[src/hdl/image_gradient_central_difference_unit_macros.svh]
// assertion helpers, sampled on clk and disabled while rst_n is low
`ifndef IMAGE_GRADIENT_CENTRAL_DIFFERENCE_UNIT_MACROS_SVH
`define IMAGE_GRADIENT_CENTRAL_DIFFERENCE_UNIT_MACROS_SVH

// same-cycle implication
`define IGCD_ASSERT_IMP(name, ante, cons, msg) \
  name: assert property (@(posedge clk) disable iff (!rst_n) (ante) |-> (cons)) \
    else $error(msg);

// next-cycle implication
`define IGCD_ASSERT_NXT(name, ante, cons, msg) \
  name: assert property (@(posedge clk) disable iff (!rst_n) (ante) |=> (cons)) \
    else $error(msg);

`endif

[src/hdl/igcd_pkg.sv]
package igcd_pkg;

  localparam int CFG_DATA_BITS   = 13;
  localparam int WIDTH_REG_BITS  = 11;
  localparam int HEIGHT_REG_BITS = 13;
  localparam int ROW_BITS        = 12;
  localparam int MIN_SIZE        = 2;
  localparam int MAX_HEIGHT      = 4096;
  localparam int SIZE_RESET      = 1024;
  localparam int QUEUE_DEPTH     = 4;
  localparam int QUEUE_PTR_BITS  = 2;
  localparam int QUEUE_CNT_BITS  = 3;

  typedef enum logic [0:0] {
    CFG_FRAME_WIDTH  = 1'b0,
    CFG_FRAME_HEIGHT = 1'b1
  } cfg_idx_t;

  typedef enum logic [1:0] {
    HM_FORWARD,
    HM_BACKWARD,
    HM_CENTRAL
  } hmode_t;

  typedef enum logic [1:0] {
    VM_FORWARD,
    VM_BACKWARD,
    VM_CENTRAL
  } vmode_t;

  typedef struct packed {
    logic   emit;
    logic   last;
    logic   right_ok;
    logic   fwd;
    hmode_t hmode;
    vmode_t vmode;
  } s1_ctrl_t;

endpackage

[src/hdl/igcd_result_queue.sv]
module igcd_result_queue #(
  parameter int DATA_BITS = 37
) (
  input  logic                                clk,
  input  logic                                rst_n,
  input  logic                                push,
  input  logic [DATA_BITS-1:0]                push_data,
  input  logic                                pop,
  output logic                                head_valid,
  output logic [DATA_BITS-1:0]                head_data,
  output logic [igcd_pkg::QUEUE_CNT_BITS-1:0] count
);
  import igcd_pkg::*;

  logic [DATA_BITS-1:0]      slot_r [QUEUE_DEPTH];
  logic [QUEUE_PTR_BITS-1:0] wr_ptr_r;
  logic [QUEUE_PTR_BITS-1:0] rd_ptr_r;
  logic [QUEUE_CNT_BITS-1:0] count_r;
  logic [QUEUE_CNT_BITS-1:0] count_nxt;

  always_comb begin
    count_nxt = count_r;
    if (push && !pop) begin
      count_nxt = count_r + QUEUE_CNT_BITS'(1);
    end else if (!push && pop) begin
      count_nxt = count_r - QUEUE_CNT_BITS'(1);
    end
  end

  always_ff @(posedge clk) begin
    if (push) begin
      slot_r[wr_ptr_r] <= push_data;
    end
  end

  always_ff @(posedge clk) begin
    if (!rst_n) begin
      wr_ptr_r <= '0;
      rd_ptr_r <= '0;
      count_r  <= '0;
    end else begin
      if (push) begin
        wr_ptr_r <= wr_ptr_r + QUEUE_PTR_BITS'(1);
      end
      if (pop) begin
        rd_ptr_r <= rd_ptr_r + QUEUE_PTR_BITS'(1);
      end
      count_r <= count_nxt;
    end
  end

  assign head_valid = (count_r != '0);
  assign head_data  = slot_r[rd_ptr_r];
  assign count      = count_r;

endmodule
[config.mk]
export PLATFORM = sky130hd
export DESIGN_NAME = igcd_result_queue
export DESIGN_NICKNAME = d
export VERILOG_FILES = /design/src/hdl/image_gradient_central_difference_unit_macros.svh /design/src/hdl/igcd_pkg.sv /design/src/hdl/igcd_result_queue.sv
export SDC_FILE = /design/constraint.sdc
export NUM_CORES = 1
export LEC_CHECK = 0
export ABC_CLOCK_PERIOD_IN_PS = 5200
export BUFFER_PORTS_ARGS = -buffer_cell sky130_fd_sc_hd__buf_4
export CAP_MARGIN = 40
export CORE_AREA = 2 2 156 158
export CTS_CLUSTER_SIZE = 8
export DETAILED_ROUTE_END_ITERATION = 6
export DIE_AREA = 0 0 158 160
export PLACE_DENSITY_LB_ADDON = 0.2
export SYNTH_ARGS = -nofsm -noshare
export SYNTH_HDL_FRONTEND = slang
export SYNTH_SLANG_ARGS = --single-unit
[constraint.sdc]
create_clock -name clk -period 5.2 [get_ports clk]
set_input_delay 1.04 -clock clk [delete_from_list [all_inputs] [get_ports clk]]
set_output_delay 1.04 -clock clk [all_outputs]
set_load 0.01 [all_outputs]
==> out/summary.txt <==
SYNTH
----------------------------------------------------------------------------------------
Ys async rst share                                                                    0%
Warnings from Yosys                                                                    0
Predominant post-synthesis flop cell                                            edfxtp_1
Proportion of synthesized chip area in sequential cells                            79.3%
Number of register bits inferred by synthesis                                        157
Synthesized Nets                                                                     282
Syn_area_per_cell                                                               24.8 µm²
Post-synthesis cell area                                                        5830 µm²
EDFF count, synth                                                                    148
Post-Syn Instances                                                                   235
Post-synthesis cell type count                                                        20

FINISH
----------------------------------------------------------------------------------------
Final cell count without fillers                                                     664
Ant. Diodes                                                                            0
Final core utilization                                                             30.8%
Multi-input combinational cell area                                             1110 µm²
Top library cells by usage in the layout, fill and taps aside               edfxtp_1, buf_4, mux4_2
Relative area change from synthesis to final layout                                25.9%
Count of fill cells added during filler insertion                                   2356
Most common cell after layout, fill and taps aside                              edfxtp_1
Fraction of layout cells with a size suffix above 1                                42.9%
Reg area                                                                        4630 µm²
Number of nets in the final layout                                                   379

STA
----------------------------------------------------------------------------------------
Max-Slew Margin vs Limit                                                           45.9%
Setup TNS Final                                                                     0 ns
Tightest hold margin                                                            0.526 ns
Fmax achieved                                                                    314 MHz
Number of pins exceeding their max-slew limit in the final report                      0
Clock tree skew after final layout                                            0.00714 ns
Setup slack of the critical path after layout                                    2.02 ns
Ratio of final minimum period to clock period                                      61.2%
Final number of hold-violating endpoints                                               0
Transition at the pin with the smallest max-transition slack                    0.812 ns
Final-report setup violation count                                                     0
Setup repair after global routing missed its margin                                   no
Final critical path time including I/O delays and setup                          3.18 ns

RUN STATUS
----------------------------------------------------------------------------------------
Status                                                                      finished, final reports clean

DRT
----------------------------------------------------------------------------------------
TritonRoute pass-1 iters                                                               6
Total wire length                                                               11500 µm
Avg Vias per Cell                                                                   3.95
Antenna-violating nets left                                                            0
Number of remaining DRC errors                                                         0
Routed vias                                                                         2625
Routed wirelength normalized by instance count                                   17.3 µm
DRC marker count from the first detailed-route iteration                              91

SETUP PATH
----------------------------------------------------------------------------------------
Register-to-Register Setup Slack                                                 3.33 ns
Largest fanout on the critical path                                                   37
Reg-to-Reg End                                                              slot_r[2][25]$_DFFE_PP_
Critical path endpoint category                                             primary output
Worst EP arrival                                                                 2.14 ns
Crit path launch type                                                               flop
FF-to-FF path depth                                                                    4
Start-to-end type of the worst setup path                                     reg -> out
WP data required                                                                 4.16 ns
Startpoint of the most critical register-to-register path                   wr_ptr_r[0]$_SDFFE_PN0P_

CTS
----------------------------------------------------------------------------------------
Clk pin slew, worst setup/hold paths                                             0.06 ns
Num CTS Buffers                                                                       17
Sink count of the clock tree                                                         157
CTS Buffer Depth                                                                       2
CTS HTree Levels                                                                       4
Post-cts gate resize count                                                             0
CTS tree                                                                           built
Clock insertion delay at the later pin of the skew report                        0.41 ns
Hold buffer count at cts                                                               0
Number of post-CTS setup repair buffers                                                0
Clock root buffer                                                              clkbuf_16

WORST HOLD PATH
----------------------------------------------------------------------------------------
Start point of the worst min-delay path                                     count[2]$_SDFFE_PN0P_
Endpoint, Worst Hold                                                        count[2]$_SDFFE_PN0P_
Tightest Hold Check Type                                                      reg -> reg
Hold Path Depth                                                                        2

GLOBAL ROUTING
----------------------------------------------------------------------------------------
First-pass GRT wire length                                                      17700 µm
Initial antenna violation count                                                        0
Grt peak-use layer                                                                  met2
Pin count of the biggest net entering global routing                                  38
Met3 GRT Util                                                                      3.20%
Global routing met2 resource utilization                                           16.1%
Via count of the first global-routing pass                                          2934
GR Layer Usage met1                                                                12.0%
Gr usage total                                                                     9.88%
Remaining global-route overflow                                                        0

POWER
----------------------------------------------------------------------------------------
P_leak                                                                        0.00247 µW
Max VDD drop                                                                      202 µV
Power per standard cell area                                                  398 nW/µm²

PLACEMENT
----------------------------------------------------------------------------------------
Total half-perimeter wirelength after legalization and detailed placement        6800 µm
Minimum setup slack after placement                                              2.35 ns
Count of input and output buffers                                                     81
Cell total after placement                                                           637
Final Wtd Congestion                                                               0.626

DIE
----------------------------------------------------------------------------------------
Full die area                                                                  25300 µm²
Die Y-Extent                                                                      160 µm
Standard-cell rows                                                                    57
Top-level I/O count                                                                   82
Width of the chip                                                                 158 µm
Starting density of the core                                                       24.5%
Placeable core region                                                          23800 µm²

FLOW RUN
----------------------------------------------------------------------------------------
Count of max-cap constraint violations                                                 0

==> critical path, stage by stage, from the launching register on <==
cell     delay [ns]
dfxtp_4        0.88
mux4_1         0.68
buf_4          0.17
==> sequential cells by signal, summed over array words and instances (netlist names), named ones only <==
name      count
count         3
slot_r      148
rd_ptr_r      2
wr_ptr_r      2
==> cells by family (layout without fill, tap and decap cells) <==
| logic type | Yosys count | count (layout) | share of synthesized area (%) |
|---|---|---|---|
| AOI/OAI and AO/OA | 2 | 2 | 0.214 |
| DFF | 157 | 157 | 79.3 |
| and+or+nand+nor | 14 | 14 | 1.46 |
| muxes | 39 | 39 | 15.1 |
| buffers and inverters | 12 | 117 | 1.82 |
| adders and majority gates | 6 | 6 | 1.42 |
| xor gates and xnor gates | 5 | 5 | 0.751 |
==> cells in the mapped netlist (2+ instances only) <==
| master | count | share of area [%] |
|---|---|---|
| edfxtp_1 | 148 | 76 |
| mux4_2 | 30 | 12 |
| and2_1 | 9 | 0.96 |
| dfxtp_1 | 9 | 3.1 |
| mux4_1 | 7 | 3.2 |
| ha_1 | 5 | 1.1 |
| inv_1 | 4 | 0.26 |
| buf_12 | 3 | 1.0 |
| buf_2 | 3 | 0.26 |
| xor2_1 | 3 | 0.45 |
| mux2i_1 | 2 | 0.34 |
| nor2b_1 | 2 | 0.21 |
| or3_1 | 2 | 0.21 |
| xnor2_1 | 2 | 0.30 |
==> where the power goes <==
part	leakage [µW]	switching (µW)	internal, µW	total [µW]
Sequential	0.00143	39.9	1450	1490
Combinational	0.000778	130	162	292
Clock	0.000254	456	687	1140
==> cell type report <==
class / count / share of cell area, %
flip-flops and latches: 157 / 63.0
multi-input cells: 66 / 15.1
repair buffers: 86 / 8.96
clock buffers: 18 / 5.84
well taps: 324 / 5.52
clock inverters: 9 / 1.38
inverters: 4 / 0.204
==> worst max-delay path by stage <==
stage,cells after the start,end,from,slack (ns)
3_3_place_gp,2,head_data[29],flop,2.38
4_1_cts,2,head_data[30],flop,1.89
5_1_grt,2,head_data[30],flop,1.84
3_5_place_dp,2,head_data[30],flop,2.35
6_report,2,head_data[30],flop,2.02
2_1_floorplan,1,slot_r[0][0]$_DFFE_PP_,push,2.86
==> routing by layer <==
metal	wire, µm	vias up
li1	-	1179
met1	4900	1370
met2	5860	66
met3	544	10
met4	176	0
met5	0	-
==> metrics by stage <==
step | cell area [µm²] | total power (µW)
after floorplan | 5830 | 1670
after global routing | 7350 | 3050
final | 7350 | 2930
after global placement | 6800 | 1810
after CTS | 7350 | 2980
after detailed placement | 6820 | 1820
No activity file was read; power rests on OpenSTA's default activity.
